`src/rtl/ptc_pkg.sv`:
```
// ----------------------------------------------------------------------------
// ptc_pkg
// Shared types, widths, register indexes and helpers for the barometric
// pressure / temperature compensation pipeline.
// ----------------------------------------------------------------------------
`default_nettype none

package ptc_pkg;

    localparam int RAW_W     = 24;
    localparam int COEFF_W   = 16;
    localparam int CFG_IDX_W = 3;
    localparam int PRES_W    = 32;
    localparam int TEMP_W    = 19;

    localparam int FO_STAGES  = 3;
    localparam int SO_STAGES  = 4;
    localparam int PR_STAGES  = 5;
    localparam int NUM_STAGES = FO_STAGES + SO_STAGES + PR_STAGES;

    localparam logic [CFG_IDX_W-1:0] CFG_PRES_SENS  = 3'd0;
    localparam logic [CFG_IDX_W-1:0] CFG_PRES_OFF   = 3'd1;
    localparam logic [CFG_IDX_W-1:0] CFG_SENS_TCO   = 3'd2;
    localparam logic [CFG_IDX_W-1:0] CFG_OFF_TCO    = 3'd3;
    localparam logic [CFG_IDX_W-1:0] CFG_REF_TEMP   = 3'd4;
    localparam logic [CFG_IDX_W-1:0] CFG_TEMP_SLOPE = 3'd5;

    // 20.00 C and -15.00 C split points
    localparam logic signed [TEMP_W-1:0] TEMP_REF  = 19'sd2000;
    localparam logic signed [TEMP_W-1:0] TEMP_VLOW = -19'sd1500;

    typedef struct packed {
        logic [COEFF_W-1:0] c1;
        logic [COEFF_W-1:0] c2;
        logic [COEFF_W-1:0] c3;
        logic [COEFF_W-1:0] c4;
        logic [COEFF_W-1:0] c5;
        logic [COEFF_W-1:0] c6;
    } coeff_t;

    // first-order results
    typedef struct packed {
        logic [RAW_W-1:0]          d1;
        logic signed [TEMP_W-1:0]  temp;
        logic signed [34:0]        off;
        logic signed [33:0]        sens;
        logic [16:0]               ti_low;
        logic [16:0]               ti_high;
    } fo_t;

    // second-order corrected terms
    typedef struct packed {
        logic [RAW_W-1:0]          d1;
        logic signed [TEMP_W-1:0]  t2;
        logic signed [38:0]        sc;
        logic signed [39:0]        oc;
    } so_t;

    // signed shift right that rounds toward zero
    function automatic logic signed [62:0] trunc_shr(input logic signed [62:0] x,
                                                     input int unsigned sh);
        logic signed [62:0] bias;
        bias = x[62] ? ((63'sd1 <<< sh) - 63'sd1) : 63'sd0;
        return (x + bias) >>> sh;
    endfunction

endpackage

`default_nettype wire

```
`src/rtl/ptc_pressure.sv`:
```
// ----------------------------------------------------------------------------
// ptc_pressure
// Stages 8-12: D1 x corrected sensitivity in two partial products, scaling,
// offset subtraction and the output register.
// ----------------------------------------------------------------------------
`default_nettype none

module ptc_pressure (
    input  logic                                     clk,
    input  logic [ptc_pkg::PR_STAGES-1:0]            en,
    input  ptc_pkg::so_t                             so,
    output logic signed [ptc_pkg::PRES_W-1:0]        pressure,
    output logic signed [ptc_pkg::TEMP_W-1:0]        temperature
);

    logic [43:0]                       s8_pp_lo_reg;
    logic signed [43:0]                s8_pp_hi_reg;
    logic signed [39:0]                s8_oc_reg;
    logic signed [ptc_pkg::TEMP_W-1:0] s8_t2_reg;

    logic signed [62:0]                s9_prod_reg;
    logic signed [39:0]                s9_oc_reg;
    logic signed [ptc_pkg::TEMP_W-1:0] s9_t2_reg;

    logic signed [41:0]                s10_q_reg;
    logic signed [39:0]                s10_oc_reg;
    logic signed [ptc_pkg::TEMP_W-1:0] s10_t2_reg;

    logic signed [42:0]                s11_diff_reg;
    logic signed [ptc_pkg::TEMP_W-1:0] s11_t2_reg;

    logic signed [ptc_pkg::PRES_W-1:0] pressure_reg;
    logic signed [ptc_pkg::TEMP_W-1:0] temperature_reg;

    always_ff @(posedge clk)
    begin
        if (en[0])
        begin
            s8_pp_lo_reg <= so.d1 * so.sc[19:0];
            s8_pp_hi_reg <= $signed({1'b0, so.d1}) * $signed(so.sc[38:20]);
            s8_oc_reg    <= so.oc;
            s8_t2_reg    <= so.t2;
        end
    end

    always_ff @(posedge clk)
    begin
        if (en[1])
        begin
            s9_prod_reg <= (63'(s8_pp_hi_reg) <<< 20)
                         + 63'($signed({1'b0, s8_pp_lo_reg}));
            s9_oc_reg   <= s8_oc_reg;
            s9_t2_reg   <= s8_t2_reg;
        end
    end

    always_ff @(posedge clk)
    begin
        if (en[2])
        begin
            s10_q_reg  <= 42'(ptc_pkg::trunc_shr(s9_prod_reg, 21));
            s10_oc_reg <= s9_oc_reg;
            s10_t2_reg <= s9_t2_reg;
        end
    end

    always_ff @(posedge clk)
    begin
        if (en[3])
        begin
            s11_diff_reg <= 43'(s10_q_reg) - 43'(s10_oc_reg);
            s11_t2_reg   <= s10_t2_reg;
        end
    end

    // quotient spans at most 30 bits, so it always fits the 32-bit field
    always_ff @(posedge clk)
    begin
        if (en[4])
        begin
            pressure_reg    <= 32'(ptc_pkg::trunc_shr(63'(s11_diff_reg), 13));
            temperature_reg <= s11_t2_reg;
        end
    end

    assign pressure    = pressure_reg;
    assign temperature = temperature_reg;

endmodule

`default_nettype wire

```
`config.mk`:
```
export PLATFORM = sky130hd
export DESIGN_NAME = ptc_pressure
export DESIGN_NICKNAME = d
export VERILOG_FILES = /design/src/rtl/ptc_pkg.sv /design/src/rtl/ptc_pressure.sv
export SDC_FILE = /design/constraint.sdc
export NUM_CORES = 2
export LEC_CHECK = 0
export BUFFER_PORTS_ARGS = -buffer_cell sky130_fd_sc_hd__buf_2
export CAP_MARGIN = 20
export CORE_ASPECT_RATIO = 0.75
export CORE_MARGIN = 5
export CORE_UTILIZATION = 37
export DETAILED_ROUTE_END_ITERATION = 7
export GPL_TIMING_DRIVEN = 0
export SYNTH_ARGS = -nofsm -noshare
export SYNTH_HDL_FRONTEND = slang
export SYNTH_SLANG_ARGS = --single-unit
```
`constraint.sdc`:
```
create_clock -name clk -period 16.67 [get_ports clk]
set_clock_uncertainty 0.1 [all_clocks]
set_input_delay 1.667 -clock clk [delete_from_list [all_inputs] [get_ports clk]]
set_output_delay 1.667 -clock clk [all_outputs]
set_load 0.05 [all_outputs]
```
==> results.toml <==
[floorplanning]
die_h_um = 331
num_rows = 117
dieArea_um2 = 145000
core_area_um2 = 136000
dieWidth_um = 438
start_util = 0.374
ios = 179

[worst_setup_path]
crit_fanout = 10
reg2reg_from = "s9_prod_reg[62]$_DFFE_PP_"
r2r_slack_ns = 12.40
startpoint_type = "input pin"
worstPathRequired_ns = 16.78
reg2reg_to = "s10_q_reg[41]$_DFFE_PP_"
path_class = "in -> reg"
ff2ff_path_depth = 11
critPathCaptureType = "flip-flop"
crit_arrival_ns = 10.65

[clocking]
h-tree-depth = 2
cts-root-buf = "clkbuf_16"
post_cts_buffers = 0
clk_pin_slew_worst_paths_ns = 0.06
cts_tree = "built"
cts_resized = 0
hold_buffers = 0
clock_sinks = 481
clock_latency_ns = 0.58
cts_buffer_depth = 3
cts_buffers = 48

[yosys]
avgSynthCellArea_um2 = 10.6
synth_most_common_cell = "inv_1"
yosys-top-cells-count = "inv_1 (890), fa_1 (767), nand2_1 (548), edfxtp_1 (481), and2_1 (465)"
yosys.area.top_type = "fa_1"
synth_area_um2 = 50900
synthAdderAreaFrac = 0.404
ys_seq_elements = 481
synth_xor_area_frac = 0.0384
ys_warn_count = 0
synth-edff-count = 481
synth_top_area_share = 0.302
synth_cells = 4799
synth_cell_types = 60
synth_compound_gate_area_share = 0.0578
synth_fp_nets = 6112
synth_top_family_by_area = "adder cells"
postSynth.asyncResetShare = 0
synth.area.mux_share = 0.000197
yosysSeqAreaShare = 0.284
yosys_most_used_dff = "edfxtp_1"
synth-simple-area-share = 0.136
synth.area.top_cells = "fa_1 (30%), edfxtp_1 (28%), ha_1 (10%)"

[hold_path]
hold_end = "s9_oc_reg[36]$_DFFE_PP_"
hold_path.class = "reg -> reg"
hold_depth = 0
hold_start = "s8_oc_reg[36]$_DFFE_PP_"

[flow_run]
max_cap_violations = 0

[place]
dp_hpwl_mm = 121
io_buffers = 154
globalplace.congestion = 0.979

[route]
drt_iter0_drc = 2878
dr.pass1.iters = 6
antenna_left = 0
vias = 34700
viasPerCell = 5.03
drc = 0
drt-total-wl_mm = 147
avgRoutedWirePerCell_um = 21.3

[cells_and_area]
synthToLayoutAreaGrowth_pct = 9.72
fin_nets = 6329
drive_gt1_frac = 0.0499
largest_reg_flops = 63

[global_route]
grt_use_total = 0.204
antenna_found_initial = 41
grt_max_degree = 99
grt_pass1_vias = 36500
grt_overflow = 0
grt_first_pass_wirelength_mm = 226

[sta]
final_hold_viol_count = 0
max_freq_ghz = 0.0948
worst_pin_slew_ns = 1.33
finalCritPeriodShare = 0.633
finalSetupViolCount = 0
drv_slew = 0
fin_setup_tns_ns = 0
fin_crit_ns = 10.55
max_slew_margin = 0.110
rsz0062_at_grt = "no"

[run_status]
status = "finished, final reports clean"
==> cell type report <==
type	count	area [um^2]
Clock inverter	30	343
Timing Repair Buffer	167	1030
Inverter	890	3340
Fill cell	13300	80400
Multi-Input combinational cell	3232	32400
Tap cell	1844	2310
Clock buffer	56	1230
Buffer	196	739
Antenna cell	13	32.5
Sequential cell	481	14400
==> layout by cell type (no fill, tap or decap), types with 34 or more instances in the layout <==
| cell type | n |
|---|---|
| a21o_1 | 102 |
| fa_1 | 767 |
| and2_1 | 465 |
| and3_1 | 38 |
| inv_1 | 890 |
| nand4_1 | 34 |
| a21oi_1 | 133 |
| xnor2_1 | 148 |
| o21ai_0 | 61 |
| nor2b_1 | 38 |
| clkbuf_1 | 202 |
| xor2_1 | 75 |
| nand3_1 | 59 |
| nor2_1 | 105 |
| buf_2 | 151 |
| ha_1 | 418 |
| clkbuf_16 | 48 |
| edfxtp_1 | 481 |
| nand2_1 | 548 |
==> cells by family (layout without fill, tap and decap cells) <==
kind of cell | after synthesis | after routing
mux | 1 | 1
simple gates | 1375 | 1375
buf+inv | 1086 | 1339
compound gates | 448 | 448
flops | 481 | 481
fa+ha+maj | 1185 | 1185
xor+xnor | 223 | 223
other cells | 0 | 13
==> per-layer routing <==
layer / track usage / vias up / wire [um] / share of wire
met5: 0 / - / 64 / 0.00044
met4: 0.0545 / 10 / 4450 / 0.030
met2: 0.298 / 1364 / 60700 / 0.41
li1: - / 15600 / - / -
met1: 0.300 / 17500 / 66900 / 0.45
met3: 0.0541 / 240 / 14900 / 0.10
==> worst max-delay path by stage <==
stage / from / end / slack [ns] / depth (start not counted)
6_report: so[104] / s8_pp_hi_reg[42]$_DFFE_PP_ / 6.12 / 24
5_1_grt: so[105] / s8_pp_hi_reg[42]$_DFFE_PP_ / 5.81 / 24
4_1_cts: so[104] / s8_pp_hi_reg[42]$_DFFE_PP_ / 6.06 / 23
3_5_place_dp: so[104] / s8_pp_hi_reg[42]$_DFFE_PP_ / 5.42 / 23
3_3_place_gp: so[104] / s8_pp_hi_reg[42]$_DFFE_PP_ / 5.43 / 23
2_1_floorplan: so[105] / s8_pp_hi_reg[28]$_DFFE_PP_ / 8.33 / 23
==> through the flow <==
step | area (um^2) | hold slack (ns) | utilization | setup WS [ns] | std cells
after floorplan | 50900 | 0.300 | - | 8.33 | 4799
after global placement | 54000 | 0.301 | 0.396 | 5.43 | 6797
after detailed placement | 54200 | 0.305 | 0.398 | 5.42 | 6806
after CTS | 55800 | 0.317 | 0.409 | 6.06 | 6892
after global routing | 55800 | 0.319 | 0.410 | 5.81 | 6899
final | 55900 | 0.314 | 0.410 | 6.12 | 6909
==> worst max-delay path, cell delays in order <==
cell	delay (ns)
clkbuf_1	0.68
clkbuf_1	0.81
nand2_1	0.17
fa_1	0.56
inv_1	0.06
fa_1	0.51
inv_1	0.06
fa_1	0.53
inv_1	0.05
fa_1	0.45
fa_1	0.51
fa_1	0.41
ha_1	0.29
ha_1	0.39
a21o_1	0.28
nand2b_1	0.16
a2111oi_0	0.83
o32ai_1	0.25
clkbuf_4	0.24
o41ai_1	0.52
o21ai_0	0.20
a31oi_1	0.43
mux2i_1	0.23
nand4_1	0.32
Power is not shown: default switching activity piles up to over one toggle a cycle in this logic, so the estimate is an artifact.
