$ cat src/rtl/ptc_pkg.sv
// ----------------------------------------------------------------------------
// ptc_pkg
// Shared types, widths, register indexes and helpers for the barometric
// pressure / temperature compensation pipeline.
// ----------------------------------------------------------------------------
`default_nettype none

package ptc_pkg;

    localparam int RAW_W     = 24;
    localparam int COEFF_W   = 16;
    localparam int CFG_IDX_W = 3;
    localparam int PRES_W    = 32;
    localparam int TEMP_W    = 19;

    localparam int FO_STAGES  = 3;
    localparam int SO_STAGES  = 4;
    localparam int PR_STAGES  = 5;
    localparam int NUM_STAGES = FO_STAGES + SO_STAGES + PR_STAGES;

    localparam logic [CFG_IDX_W-1:0] CFG_PRES_SENS  = 3'd0;
    localparam logic [CFG_IDX_W-1:0] CFG_PRES_OFF   = 3'd1;
    localparam logic [CFG_IDX_W-1:0] CFG_SENS_TCO   = 3'd2;
    localparam logic [CFG_IDX_W-1:0] CFG_OFF_TCO    = 3'd3;
    localparam logic [CFG_IDX_W-1:0] CFG_REF_TEMP   = 3'd4;
    localparam logic [CFG_IDX_W-1:0] CFG_TEMP_SLOPE = 3'd5;

    // 20.00 C and -15.00 C split points
    localparam logic signed [TEMP_W-1:0] TEMP_REF  = 19'sd2000;
    localparam logic signed [TEMP_W-1:0] TEMP_VLOW = -19'sd1500;

    typedef struct packed {
        logic [COEFF_W-1:0] c1;
        logic [COEFF_W-1:0] c2;
        logic [COEFF_W-1:0] c3;
        logic [COEFF_W-1:0] c4;
        logic [COEFF_W-1:0] c5;
        logic [COEFF_W-1:0] c6;
    } coeff_t;

    // first-order results
    typedef struct packed {
        logic [RAW_W-1:0]          d1;
        logic signed [TEMP_W-1:0]  temp;
        logic signed [34:0]        off;
        logic signed [33:0]        sens;
        logic [16:0]               ti_low;
        logic [16:0]               ti_high;
    } fo_t;

    // second-order corrected terms
    typedef struct packed {
        logic [RAW_W-1:0]          d1;
        logic signed [TEMP_W-1:0]  t2;
        logic signed [38:0]        sc;
        logic signed [39:0]        oc;
    } so_t;

    // signed shift right that rounds toward zero
    function automatic logic signed [62:0] trunc_shr(input logic signed [62:0] x,
                                                     input int unsigned sh);
        logic signed [62:0] bias;
        bias = x[62] ? ((63'sd1 <<< sh) - 63'sd1) : 63'sd0;
        return (x + bias) >>> sh;
    endfunction

endpackage

`default_nettype wire

$ cat src/rtl/ptc_first_order.sv
// ----------------------------------------------------------------------------
// ptc_first_order
// Stages 1-3: dT, coefficient products, first-order TEMP/OFF/SENS and both
// candidate temperature corrections.
// ----------------------------------------------------------------------------
`default_nettype none

module ptc_first_order (
    input  logic                              clk,
    input  logic [ptc_pkg::FO_STAGES-1:0]     en,
    input  ptc_pkg::coeff_t                   coeff,
    input  logic [ptc_pkg::RAW_W-1:0]         d1,
    input  logic [ptc_pkg::RAW_W-1:0]         d2,
    output ptc_pkg::fo_t                      fo
);

    logic [ptc_pkg::RAW_W-1:0]  s1_d1_reg;
    logic signed [24:0]         s1_dt_reg;
    logic signed [24:0]         s1_dt_next;

    logic [ptc_pkg::RAW_W-1:0]  s2_d1_reg;
    logic signed [41:0]         s2_pt_reg;
    logic signed [41:0]         s2_poff_reg;
    logic signed [41:0]         s2_psens_reg;
    logic [47:0]                s2_dt2_reg;
    logic [23:0]                dt_abs;

    logic [49:0]                dt2x3;
    ptc_pkg::fo_t               fo_reg;
    ptc_pkg::fo_t               fo_next;

    assign s1_dt_next = $signed({1'b0, d2}) - $signed({1'b0, coeff.c5, 8'h00});

    always_ff @(posedge clk)
    begin
        if (en[0])
        begin
            s1_d1_reg <= d1;
            s1_dt_reg <= s1_dt_next;
        end
    end

    assign dt_abs = s1_dt_reg[24] ? 24'(-s1_dt_reg) : s1_dt_reg[23:0];

    always_ff @(posedge clk)
    begin
        if (en[1])
        begin
            s2_d1_reg    <= s1_d1_reg;
            s2_pt_reg    <= s1_dt_reg * $signed({1'b0, coeff.c6});
            s2_poff_reg  <= s1_dt_reg * $signed({1'b0, coeff.c4});
            s2_psens_reg <= s1_dt_reg * $signed({1'b0, coeff.c3});
            s2_dt2_reg   <= dt_abs * dt_abs;
        end
    end

    assign dt2x3 = {2'b00, s2_dt2_reg} + {1'b0, s2_dt2_reg, 1'b0};

    always_comb
    begin
        fo_next.d1      = s2_d1_reg;
        fo_next.temp    = ptc_pkg::TEMP_REF
                        + 19'(ptc_pkg::trunc_shr(63'(s2_pt_reg), 23));
        fo_next.off     = $signed({1'b0, coeff.c2, 16'h0000})
                        + 35'(ptc_pkg::trunc_shr(63'(s2_poff_reg), 7));
        fo_next.sens    = $signed({1'b0, coeff.c1, 15'h0000})
                        + 34'(ptc_pkg::trunc_shr(63'(s2_psens_reg), 8));
        fo_next.ti_low  = dt2x3[49:33];
        fo_next.ti_high = {5'b0, s2_dt2_reg[47:36]};
    end

    always_ff @(posedge clk)
    begin
        if (en[2])
        begin
            fo_reg <= fo_next;
        end
    end

    assign fo = fo_reg;

endmodule

`default_nettype wire

$ cat config.mk
export PLATFORM = sky130hd
export DESIGN_NAME = ptc_first_order
export DESIGN_NICKNAME = d
export VERILOG_FILES = /design/src/rtl/ptc_pkg.sv /design/src/rtl/ptc_first_order.sv
export SDC_FILE = /design/constraint.sdc
export NUM_CORES = 2
export LEC_CHECK = 0
export ABC_AREA = 1
export ABC_CLOCK_PERIOD_IN_PS = 8039
export BUFFER_PORTS_ARGS = -buffer_cell sky130_fd_sc_hd__buf_2
export CAP_MARGIN = 20
export CORE_UTILIZATION = 31
export CTS_BUF_LIST = sky130_fd_sc_hd__clkbuf_4 sky130_fd_sc_hd__clkbuf_8
export CTS_CLUSTER_SIZE = 10
export DETAILED_ROUTE_END_ITERATION = 6
export PLACE_DENSITY = 0.55
export SETUP_SLACK_MARGIN = 0.2
export SYNTH_ARGS = -nofsm -noshare
export SYNTH_HDL_FRONTEND = slang
export SYNTH_SLANG_ARGS = --single-unit
$ cat constraint.sdc
create_clock -name clk -period 8.04 [get_ports clk]
set_input_delay 0.402 -clock clk [delete_from_list [all_inputs] [get_ports clk]]
set_output_delay 0.402 -clock clk [all_outputs]
set_load 0.03 [all_outputs]
==> results <==
- For this run, global-route usage on met3 was measured as 0.02510.
- The number of buffers inserted during clock tree synthesis is 74.
- The detailed router placed 61580 vias in this run.
- Counting distinct cell types in the post-synthesis netlist gives 62.
- The share of synthesized flip-flops with an asynchronous set or reset is 0.
- The number of enable flip-flop cells after synthesis is 386.
- The first global-routing pass estimated 373000 µm of wire.
- By count the netlist is led by inv_1 (2855), nand2_1 (2149), fa_1 (1599).
- The floorplan step set the die width to 518.3 µm.
- The count of mapped cells out of synthesis is 9919.
- The global routing met2 resource utilization is 0.2953.
- No sink is reached through more buffers than the 3 on the longest clock path.
- For this block, the initial DRC count from the detailed router was 3691.
- The count of final max-slew check failures was 0.
- Of the synthesized area, sequential elements account for 0.1403.
- Timing would allow up to 133.0 MHz.
- The global route total overflow is 0.
- Max-cap violations in this run came to 0.
- The die height is 518.3 µm.
- The detail route stage leaves a number of antenna-violating nets equal to 0.
- The headroom to the max-slew limit is 0.2670.
- The flip-flop count of the largest register after layout is 141.
- The cell that appears most often on the critical path is fa_1.
- Pin placement for this block handled 294 I/O pins.
- TritonCTS built the clock tree.
- The worst register-to-register path begins at s1_dt_reg[1].
- The post-CTS clock slew at the launch and capture registers of the worst setup and hold paths is 0.06 ns.
- The number of port buffers is 288.
- Setup violations remaining at the end of the flow were counted as 0.
- After detailed routing, the number of vias per cell comes to 4.493.
- The cell with the most instances after synthesis is inv_1.
- The final routed DRC violation total is 132.
- The reg-to-reg setup timing slack is 0.52 ns.
- The critical path data arrival time is 8.06 ns.
- Counting the fill cells in the layout gives 27930.
- The cell row count is 189.
- On the worst path, the slowest cell contributes a delay of 0.58 ns.
- The first TritonRoute pass finished after 7 iterations.
- The root buffer cell is clkbuf_8.
- The worst path in the final design needs a cycle of 7.516 ns, including I/O delays and setup.
- After legalization and detailed placement, the total HPWL measured 188600 µm.
- Of all cell types, the one taking the most synthesized area is fa_1.
- The count of yosys warnings during synthesis is 0.
- The startpoint type of the worst setup path is a register.
- The clock latency of the later-clocked register in the worst-skew pair is 0.82 ns.
- The area of the core is 265100 µm².
- The global routing stage identified its most utilized layer as met2.
- The mapped netlist covers 82630 µm².
- The accumulated negative setup slack is 0 ns.
- The number of cells on the worst reg-to-reg path is 32.
- Setup repair after global routing could not meet its margin everywhere.
- In this run the number of H-tree levels came out at 3.
- Dividing the detail-routed wire length by the instance count gives 16.81 µm.
- The final weighted congestion of routability-driven global placement is 0.9062.
- The floorplan step defined a die boundary enclosing 268600 µm².
- The number of nets in the final layout is 12460.
- The final worst-path cycle share is 0.9348.
- The number of failing hold endpoints at the final stage is 0.
- The run finished, with violations left.
- The number of antenna violations at the first check in global routing is 27.
- The total track usage is 0.1771.
- The worst hold path begins at en[1].
- The most used flip-flop cell after synthesis is edfxtp_1.
- For this configuration, the core starts out at a cell density of 0.3117.
- The largest net degree at the start of global routing is 109.
- The final reports fail on DRC.
- The count of state elements after synthesis is 386.
- The largest fanout on the critical path is 12.
- The number of global-route vias before repair is 66120.
- The category of the critical setup timing path is reg -> reg.
- The post-synthesis area per instance is 8.331 µm².
- Counting instances, the worst hold path has a depth of 1.
- The layout cell share with drive strength beyond 1 is 0.06743.
- The total routed wirelength is 230400 µm.
- For the pin with the worst max-slew slack, the measured transition is 1.098 ns.
- The top cell type's share of synthesized area is 0.3874.
- The reg-to-reg endpoint is s2_dt2_reg[41].
- The met1 global-route usage is 0.2352.
- The path category of the worst min-delay check is in -> reg.
- The worst hold path terminates at s2_psens_reg[35].
- The smallest hold slack is 0.1052 ns.
- The count of clock tree sinks is 386.
- On the final layout, the worst clock skew is 0.06820 ns.
- By area the synthesized netlist is led by fa_1 (39%), edfxtp_1 (14%), inv_1 (13%).
- The relative area change from synthesis to final layout is 9.374%.
- The critical path endpoint category is a register.
- Data on the critical path is required at its endpoint by 8.58 ns.
- The slowest stage of the critical path is the fa_1 cell.
[metal layers]
layer / up-vias / share of wire / wire length [µm]
met5: - / 0.00045 / 103
met4: 16 / 0.034 / 7874
met3: 254 / 0.054 / 12530
met2: 1422 / 0.47 / 107500
met1: 30510 / 0.44 / 102400
li1: 29390 / - / -
[logic make-up (layout without fill, tap and decap cells)]
kind of cell,after synthesis,in the layout,share of synthesized area
flops,386,386,0.1403
fa+ha+maj,2209,2209,0.4797
buf+inv,3211,3446,0.1470
compound gates,712,712,0.04888
simple gates,3095,3096,0.1515
other cells,1,18,0.00004538
xor+xnor,305,305,0.03255
[layout make-up]
type | count | area (µm²) | share of cell area
Antenna cell | 13 | 32.53 | 0.0003599
Clock buffer | 90 | 1139 | 0.01260
Clock inverter | 45 | 455.4 | 0.005039
Inverter | 2883 | 10840 | 0.1200
Multi-Input combinational cell | 6327 | 59250 | 0.6555
Sequential cell | 386 | 11590 | 0.1282
Tap cell | 3533 | 4420 | 0.04891
Timing Repair Buffer | 428 | 2654 | 0.02936
[critical path: cells and delay by family, from the launching register on]
kind                     cells  cell delay [ns]
adder cells (fa/ha/maj)      9             4.00
AND/OR/NAND/NOR             12             1.68
buffers and inverters        8             0.80
flip-flops                   1             0.38
AO/OA/AOI/OAI                2             0.24
XOR/XNOR                     1             0.14
[what timing repair did]
| item | CTS | global route |
|---|---|---|
| setup buffers | 0 | 5 |
| setup endpoints to repair | 0 | 25 |
| hold buffers | 37 | 0 |
| hold endpoints to repair | 60 | 0 |
| resized for setup | 0 | 100 |
[how the worst max path moves through the flow]
stage | startpoint | cells after the start | end
2_1_floorplan | s1_dt_reg[0] | 39 | s2_dt2_reg[47]
3_3_place_gp | s1_dt_reg[1] | 36 | s2_dt2_reg[45]
3_5_place_dp | s1_dt_reg[1] | 36 | s2_dt2_reg[45]
4_1_cts | s1_dt_reg[1] | 36 | s2_dt2_reg[41]
5_1_grt | s1_dt_reg[0] | 37 | s2_dt2_reg[40]
6_report | s1_dt_reg[1] | 32 | s2_dt2_reg[41]
[layout by cell type, fill, tap and decap left out, types with 9 or more instances in the layout]
cell / synthesis / layout
a21oi_2: 2 / 14
a31oi_1: 58 / 56
nor4_1: 25 / 23
clkbuf_4: 0 / 16
nor2_1: 537 / 514
inv_2: 26 / 25
nor3_1: 41 / 39
clkbuf_8: 0 / 74
and3_1: 13 / 12
diode_2: 0 / 13
nand3_1: 181 / 176
nand4_1: 64 / 64
dlygate4sd3_1: 0 / 37
o21bai_1: 21 / 21
o21ai_1: 19 / 23
o21ai_0: 176 / 170
a21oi_1: 321 / 309
o21a_1: 9 / 9
ha_1: 610 / 597
nand2_1: 2149 / 2146
fa_1: 1599 / 1597
xnor2_1: 104 / 104
nand2_2: 17 / 20
buf_4: 12 / 96
buf_2: 20 / 286
a21boi_0: 19 / 19
edfxtp_1: 386 / 386
clkinv_1: 1 / 20
or2_2: 11 / 11
xor2_1: 200 / 199
a21o_1: 43 / 43
inv_1: 2855 / 2851
nor2_2: 17 / 39
[stage by stage]
step	utilization	area [µm²]	setup slack, ns	instances
finish	0.3409	90380	0.5238	13710
global route	0.3408	90360	0.1392	13700
CTS	0.3392	89920	0.2246	13690
detailed placement	0.3318	87950	0.2563	13510
global placement	0.3318	87950	0.2736	13510
floorplan	-	82650	0.5028	9923
Power is left out: the tool's default activity adds up to more than one toggle a clock period on the data nets, which glitch-free logic cannot reach.
