### src/rtl/ptc_pkg.sv
// ----------------------------------------------------------------------------
// ptc_pkg
// Shared types, widths, register indexes and helpers for the barometric
// pressure / temperature compensation pipeline.
// ----------------------------------------------------------------------------
`default_nettype none

package ptc_pkg;

    localparam int RAW_W     = 24;
    localparam int COEFF_W   = 16;
    localparam int CFG_IDX_W = 3;
    localparam int PRES_W    = 32;
    localparam int TEMP_W    = 19;

    localparam int FO_STAGES  = 3;
    localparam int SO_STAGES  = 4;
    localparam int PR_STAGES  = 5;
    localparam int NUM_STAGES = FO_STAGES + SO_STAGES + PR_STAGES;

    localparam logic [CFG_IDX_W-1:0] CFG_PRES_SENS  = 3'd0;
    localparam logic [CFG_IDX_W-1:0] CFG_PRES_OFF   = 3'd1;
    localparam logic [CFG_IDX_W-1:0] CFG_SENS_TCO   = 3'd2;
    localparam logic [CFG_IDX_W-1:0] CFG_OFF_TCO    = 3'd3;
    localparam logic [CFG_IDX_W-1:0] CFG_REF_TEMP   = 3'd4;
    localparam logic [CFG_IDX_W-1:0] CFG_TEMP_SLOPE = 3'd5;

    // 20.00 C and -15.00 C split points
    localparam logic signed [TEMP_W-1:0] TEMP_REF  = 19'sd2000;
    localparam logic signed [TEMP_W-1:0] TEMP_VLOW = -19'sd1500;

    typedef struct packed {
        logic [COEFF_W-1:0] c1;
        logic [COEFF_W-1:0] c2;
        logic [COEFF_W-1:0] c3;
        logic [COEFF_W-1:0] c4;
        logic [COEFF_W-1:0] c5;
        logic [COEFF_W-1:0] c6;
    } coeff_t;

    // first-order results
    typedef struct packed {
        logic [RAW_W-1:0]          d1;
        logic signed [TEMP_W-1:0]  temp;
        logic signed [34:0]        off;
        logic signed [33:0]        sens;
        logic [16:0]               ti_low;
        logic [16:0]               ti_high;
    } fo_t;

    // second-order corrected terms
    typedef struct packed {
        logic [RAW_W-1:0]          d1;
        logic signed [TEMP_W-1:0]  t2;
        logic signed [38:0]        sc;
        logic signed [39:0]        oc;
    } so_t;

    // signed shift right that rounds toward zero
    function automatic logic signed [62:0] trunc_shr(input logic signed [62:0] x,
                                                     input int unsigned sh);
        logic signed [62:0] bias;
        bias = x[62] ? ((63'sd1 <<< sh) - 63'sd1) : 63'sd0;
        return (x + bias) >>> sh;
    endfunction

endpackage

`default_nettype wire

### src/rtl/ptc_second_order.sv
// ----------------------------------------------------------------------------
// ptc_second_order
// Stages 4-7: range split, squares, second-order offset and sensitivity
// corrections, saturated temperature.
// ----------------------------------------------------------------------------
`default_nettype none

module ptc_second_order (
    input  logic                              clk,
    input  logic [ptc_pkg::SO_STAGES-1:0]     en,
    input  ptc_pkg::fo_t                      fo,
    output ptc_pkg::so_t                      so
);

    logic                              low;
    logic                              vlow;
    logic [16:0]                       ti_sel;
    logic signed [19:0]                t_full;
    logic signed [ptc_pkg::TEMP_W-1:0] t_sat;
    logic [17:0]                       d_abs_next;
    logic [17:0]                       e_abs_next;

    logic [ptc_pkg::RAW_W-1:0]         s4_d1_reg;
    logic signed [ptc_pkg::TEMP_W-1:0] s4_t2_reg;
    logic signed [34:0]                s4_off_reg;
    logic signed [33:0]                s4_sens_reg;
    logic                              s4_low_reg;
    logic                              s4_vlow_reg;
    logic [17:0]                       s4_d_abs_reg;
    logic [17:0]                       s4_e_abs_reg;

    logic [ptc_pkg::RAW_W-1:0]         s5_d1_reg;
    logic signed [ptc_pkg::TEMP_W-1:0] s5_t2_reg;
    logic signed [34:0]                s5_off_reg;
    logic signed [33:0]                s5_sens_reg;
    logic                              s5_low_reg;
    logic                              s5_vlow_reg;
    logic [35:0]                       s5_dd_reg;
    logic [35:0]                       s5_ee_reg;

    logic [39:0]                       dd_w;
    logic [39:0]                       ee_w;
    logic [39:0]                       offi_next;
    logic [39:0]                       sensi_next;

    logic [ptc_pkg::RAW_W-1:0]         s6_d1_reg;
    logic signed [ptc_pkg::TEMP_W-1:0] s6_t2_reg;
    logic signed [34:0]                s6_off_reg;
    logic signed [33:0]                s6_sens_reg;
    logic [37:0]                       s6_offi_reg;
    logic [36:0]                       s6_sensi_reg;

    ptc_pkg::so_t                      so_reg;
    ptc_pkg::so_t                      so_next;

    // stage 4
    assign low    = fo.temp < ptc_pkg::TEMP_REF;
    assign vlow   = fo.temp < ptc_pkg::TEMP_VLOW;
    assign ti_sel = low ? fo.ti_low : fo.ti_high;
    assign t_full = 20'(fo.temp) - $signed({3'b000, ti_sel});
    assign t_sat  = (t_full[19] != t_full[18])
                  ? {t_full[19], {(ptc_pkg::TEMP_W-1){~t_full[19]}}}
                  : t_full[18:0];

    assign d_abs_next = low ? 18'(ptc_pkg::TEMP_REF - fo.temp)
                            : 18'(fo.temp - ptc_pkg::TEMP_REF);
    assign e_abs_next = vlow ? 18'(ptc_pkg::TEMP_VLOW - fo.temp) : 18'd0;

    always_ff @(posedge clk)
    begin
        if (en[0])
        begin
            s4_d1_reg    <= fo.d1;
            s4_t2_reg    <= t_sat;
            s4_off_reg   <= fo.off;
            s4_sens_reg  <= fo.sens;
            s4_low_reg   <= low;
            s4_vlow_reg  <= vlow;
            s4_d_abs_reg <= d_abs_next;
            s4_e_abs_reg <= e_abs_next;
        end
    end

    // stage 5: squares
    always_ff @(posedge clk)
    begin
        if (en[1])
        begin
            s5_d1_reg   <= s4_d1_reg;
            s5_t2_reg   <= s4_t2_reg;
            s5_off_reg  <= s4_off_reg;
            s5_sens_reg <= s4_sens_reg;
            s5_low_reg  <= s4_low_reg;
            s5_vlow_reg <= s4_vlow_reg;
            s5_dd_reg   <= s4_d_abs_reg * s4_d_abs_reg;
            s5_ee_reg   <= s4_e_abs_reg * s4_e_abs_reg;
        end
    end

    // stage 6: corrections
    always_comb
    begin
        dd_w = 40'(s5_dd_reg);
        ee_w = 40'(s5_ee_reg);
        if (s5_low_reg)
        begin
            offi_next  = ((dd_w << 1) + dd_w) >> 1;
            sensi_next = ((dd_w << 2) + dd_w) >> 3;
            if (s5_vlow_reg)
            begin
                offi_next  = offi_next + ((ee_w << 3) - ee_w);
                sensi_next = sensi_next + (ee_w << 2);
            end
        end
        else
        begin
            offi_next  = dd_w >> 4;
            sensi_next = 40'd0;
        end
    end

    always_ff @(posedge clk)
    begin
        if (en[2])
        begin
            s6_d1_reg    <= s5_d1_reg;
            s6_t2_reg    <= s5_t2_reg;
            s6_off_reg   <= s5_off_reg;
            s6_sens_reg  <= s5_sens_reg;
            s6_offi_reg  <= offi_next[37:0];
            s6_sensi_reg <= sensi_next[36:0];
        end
    end

    // stage 7: corrected sensitivity and offset
    always_comb
    begin
        so_next.d1 = s6_d1_reg;
        so_next.t2 = s6_t2_reg;
        so_next.sc = 39'(s6_sens_reg) - 39'($signed({1'b0, s6_sensi_reg}));
        so_next.oc = 40'(s6_off_reg) - 40'($signed({1'b0, s6_offi_reg}));
    end

    always_ff @(posedge clk)
    begin
        if (en[3])
        begin
            so_reg <= so_next;
        end
    end

    assign so = so_reg;

endmodule

`default_nettype wire

### config.mk
export PLATFORM = sky130hd
export DESIGN_NAME = ptc_second_order
export DESIGN_NICKNAME = d
export VERILOG_FILES = /design/src/rtl/ptc_pkg.sv /design/src/rtl/ptc_second_order.sv
export SDC_FILE = /design/constraint.sdc
export NUM_CORES = 2
export LEC_CHECK = 0
export BUFFER_PORTS_ARGS = -buffer_cell sky130_fd_sc_hd__buf_2
export CAP_MARGIN = 20
export CORE_ASPECT_RATIO = 0.7
export CORE_MARGIN = 5
export CORE_UTILIZATION = 60
export CTS_CLUSTER_DIAMETER = 60
export DETAILED_ROUTE_END_ITERATION = 6
export GPL_TIMING_DRIVEN = 0
export PLACE_DENSITY = 0.78
export SLEW_MARGIN = 20
export SYNTH_ARGS = -nofsm -noshare
export SYNTH_HDL_FRONTEND = slang
export SYNTH_SLANG_ARGS = --single-unit
### constraint.sdc
create_clock -name clk -period 17 [get_ports clk]
set_input_delay 1.7 -clock clk [delete_from_list [all_inputs] [get_ports clk]]
set_output_delay 1.7 -clock clk [all_outputs]
set_load 0.05 [all_outputs]
==> run_results.csv <==
group,metric,value,unit
synth,syn_nets,5904,
global_route,grt_antenna_before_repair,4,
clock_tree,cts-root-buf,"clkbuf_16",
worst_setup_path,path_max_fanout,10,
synth,synth_top_cells_by_count,"inv_1 (844), edfxtp_1 (643), fa_1 (473)",
finish,largest_reg_flops,122,
route,wirelength,127.1,mm
timing,fin_crit,8144,ps
worst_setup_path,critPathMaxStageDelay,720,ps
synth,synth-edff-count,643,
floorplanning,num_rows,90,
synth,ys_warn_count,0,
route,avgRoutedWirePerCell,19.99,um
route,vias_per_cell,5.755,
synth,yosys.area_share.simple,9.652,%
finish,antenna_cells,0,
placed_design,dp.final_hpwl,99.98,mm
worst_setup_path,cp.buffers_inverters,6,
timing,fin_skew,29.40,ps
finish,nFillCells,6528,
global_route,grt_pass1_vias,37200,
global_route,grt_usage,27.54,%
timing,worstMarginPinSlew,989.8,ps
floorplanning,initial_core_util,60.49,%
synth,synth_top_family_by_area,"adder cells",
clock_tree,ctsLongestPathBuffers,3,
timing,setup_viol,0,
global_route,grt_first_pass_wirelength,202.4,mm
timing,drv_slew,0,
synth,syn_inst,4813,
synth,synthXorXnorAreaFrac,4.851,%
floorplanning,dieArea,93050,um^2
worst_setup_path,crit_path_top_delay_cell,"edfxtp_1",
synth,ys_dominant_reg_cell,"edfxtp_1",
global_route,grt_overflow,0,
synth,seq_area_frac_synth,37.01,%
worst_hold_path,hold_path_class,"reg -> reg",
clock_tree,numCtsBuffers,68,
clock_tree,cts.sinks,643,
timing,fin_setup_tns,0,ps
clock_tree,cts_resized,0,
synth,synth.area.mux_share,0.8968,%
floorplanning,die_y,256.7,um
placed_design,port_buffers,271,
clock_tree,cts_max_level,3,
run,max-cap-violations,0,
finish,synthToLayoutAreaGrowth,10.12,%
clock_tree,cts_setup_buffers,0,
global_route,grt_max_degree,84,
floorplanning,core_area,86260,um^2
synth,yosysMostFrequentCell,"inv_1",
timing,relSlewSlack,33.18,%
run_status,status,"finished clean",
clock_tree,worstSkewPairLatency,630,ps
worst_setup_path,critical_path.cell_chain,"clkbuf_1 > nand2_1 > fa_1 > inv_1 > fa_1 > inv_1 > fa_1 > fa_1 > inv_1 > fa_1 > inv_1 > fa_1 > inv_1 > ha_1 > nand2_1 > nor2_1 > o211ai_1 > a31o_2 > o21a_1 > nor4_1 > a211oi_1 > o31ai_1 > o311ai_0",
worst_setup_path,worstPathRequired,17230,ps
synth,synth.avg_cell_area,10.84,um^2
route,vias,36590,
route,first_pass_iters,6,
synth,async_flop_share,0,%
floorplanning,ios,273,
worst_setup_path,worst_setup_path_start_kind,"flip-flop",
clock_tree,cts_tree,"done",
timing,max_freq,122.8,MHz
worst_setup_path,crit_top_cell,"fa_1",
clock_tree,postCtsHoldBufs,0,
worst_setup_path,cp-end-kind,"flip-flop",
synth,syn_area,52180,um^2
timing,rsz0062_at_grt,"false",
synth,ys_ff_latch,643,
synth,synth_compound_area_share,11.40,%
route,drc,0,
finish,layout-drive-gt1-share,8.295,%
worst_setup_path,crit_family,"adder cells",
placed_design,place.gp.congestion,0.9567,
finish,fin_nets,6251,
clock_tree,clk_pin_slew,60,ps
route,ant_nets,0,
worst_setup_path,critPathKind,"reg -> reg",
synth,synth.distinct_cells,91,
synth,synth_top_area_share,37.01,%
timing,fin_crit_sh,47.90,%
timing,finalHoldViolCount,0,
synth,yosysTopAreaCell,"edfxtp_1",
route,first_iter_violations,3448,
synth,yosys.area_share.adder,29.35,%
worst_setup_path,crit_arrival,8370,ps
synth,synthTopCellsByArea,"edfxtp_1 (37%), fa_1 (18%), ha_1 (11%), inv_1 (6.1%), xnor2_1 (3.4%)",
floorplanning,die_w,362.5,um
[path summary, 6_finish.rpt]
check | end | cells after the start | slack (ps) | from
worst max-delay path | s5_dd_reg[34]$_DFFE_PP_ | 23 | 8860 | s4_d_abs_reg[4]$_DFFE_PP_
worst max register to register | s5_dd_reg[34]$_DFFE_PP_ | 23 | 8860 | s4_d_abs_reg[4]$_DFFE_PP_
worst min register to register | s5_off_reg[17]$_DFFE_PP_ | 0 | 400 | s4_off_reg[17]$_DFFE_PP_
worst min-delay path | s5_off_reg[17]$_DFFE_PP_ | 0 | 400 | s4_off_reg[17]$_DFFE_PP_
[cell families (layout without fill, tap and decap cells)]
logic type / after synthesis / after routing
other: 1 / 1
adders and majority gates: 940 / 940
and+or+nand+nor: 1038 / 1038
xor gates and xnor gates: 289 / 289
DFF: 643 / 643
AOI/OAI and AO/OA: 907 / 907
buffers and inverters: 949 / 1344
muxes: 46 / 46
[cell usage in the layout, fill, tap and decap left out, drive strengths merged, types with 84 or more instances in the layout]
cell type	netlist	routed
nand2	354	354
and2	147	147
fa	473	473
o21ai	157	157
edfxtp	643	643
ha	467	467
buf	10	287
xor2	84	84
a21oi	266	266
inv	845	853
a21o	158	158
xnor2	205	205
clkbuf	93	167
nor2	217	217
[layer usage]
layer / global-route usage (%) / part of all wire (%)
met1: 40.33 / 44
met2: 42.06 / 44
met3: 5.998 / 9.7
met4: 7.293 / 2.7
met5: 0 / 0
[final cells by class]
type	instances	area (um^2)	share of cell area, %
Buffer	103	392.9	0.6838
Tap cell	1150	1439	2.504
Timing Repair Buffer	277	1562	2.718
Clock inverter	44	555.5	0.9669
Multi-Input combinational cell	3221	29300	51.00
Inverter	846	3176	5.527
Clock buffer	74	1724	3.001
Sequential cell	643	19310	33.60
[through the flow]
stage          hold WS, ps  util, %  std cells  instance area [um^2]  setup WS (ps)
4_1_cts              396.8    66.61       6358                 57460           9009
3_3_place_gp         400.2    63.73       6234                 54970           9075
2_1_floorplan        400.3        -       4813                 52180          10620
6_report             398.9    66.61       6358                 57460           8856
5_1_grt              403.2    66.61       6358                 57460           8329
3_5_place_dp         404.5    63.97       6240                 55180           9057
Power is not shown: default switching activity piles up to over one toggle a cycle in this logic, so the estimate is an artifact.
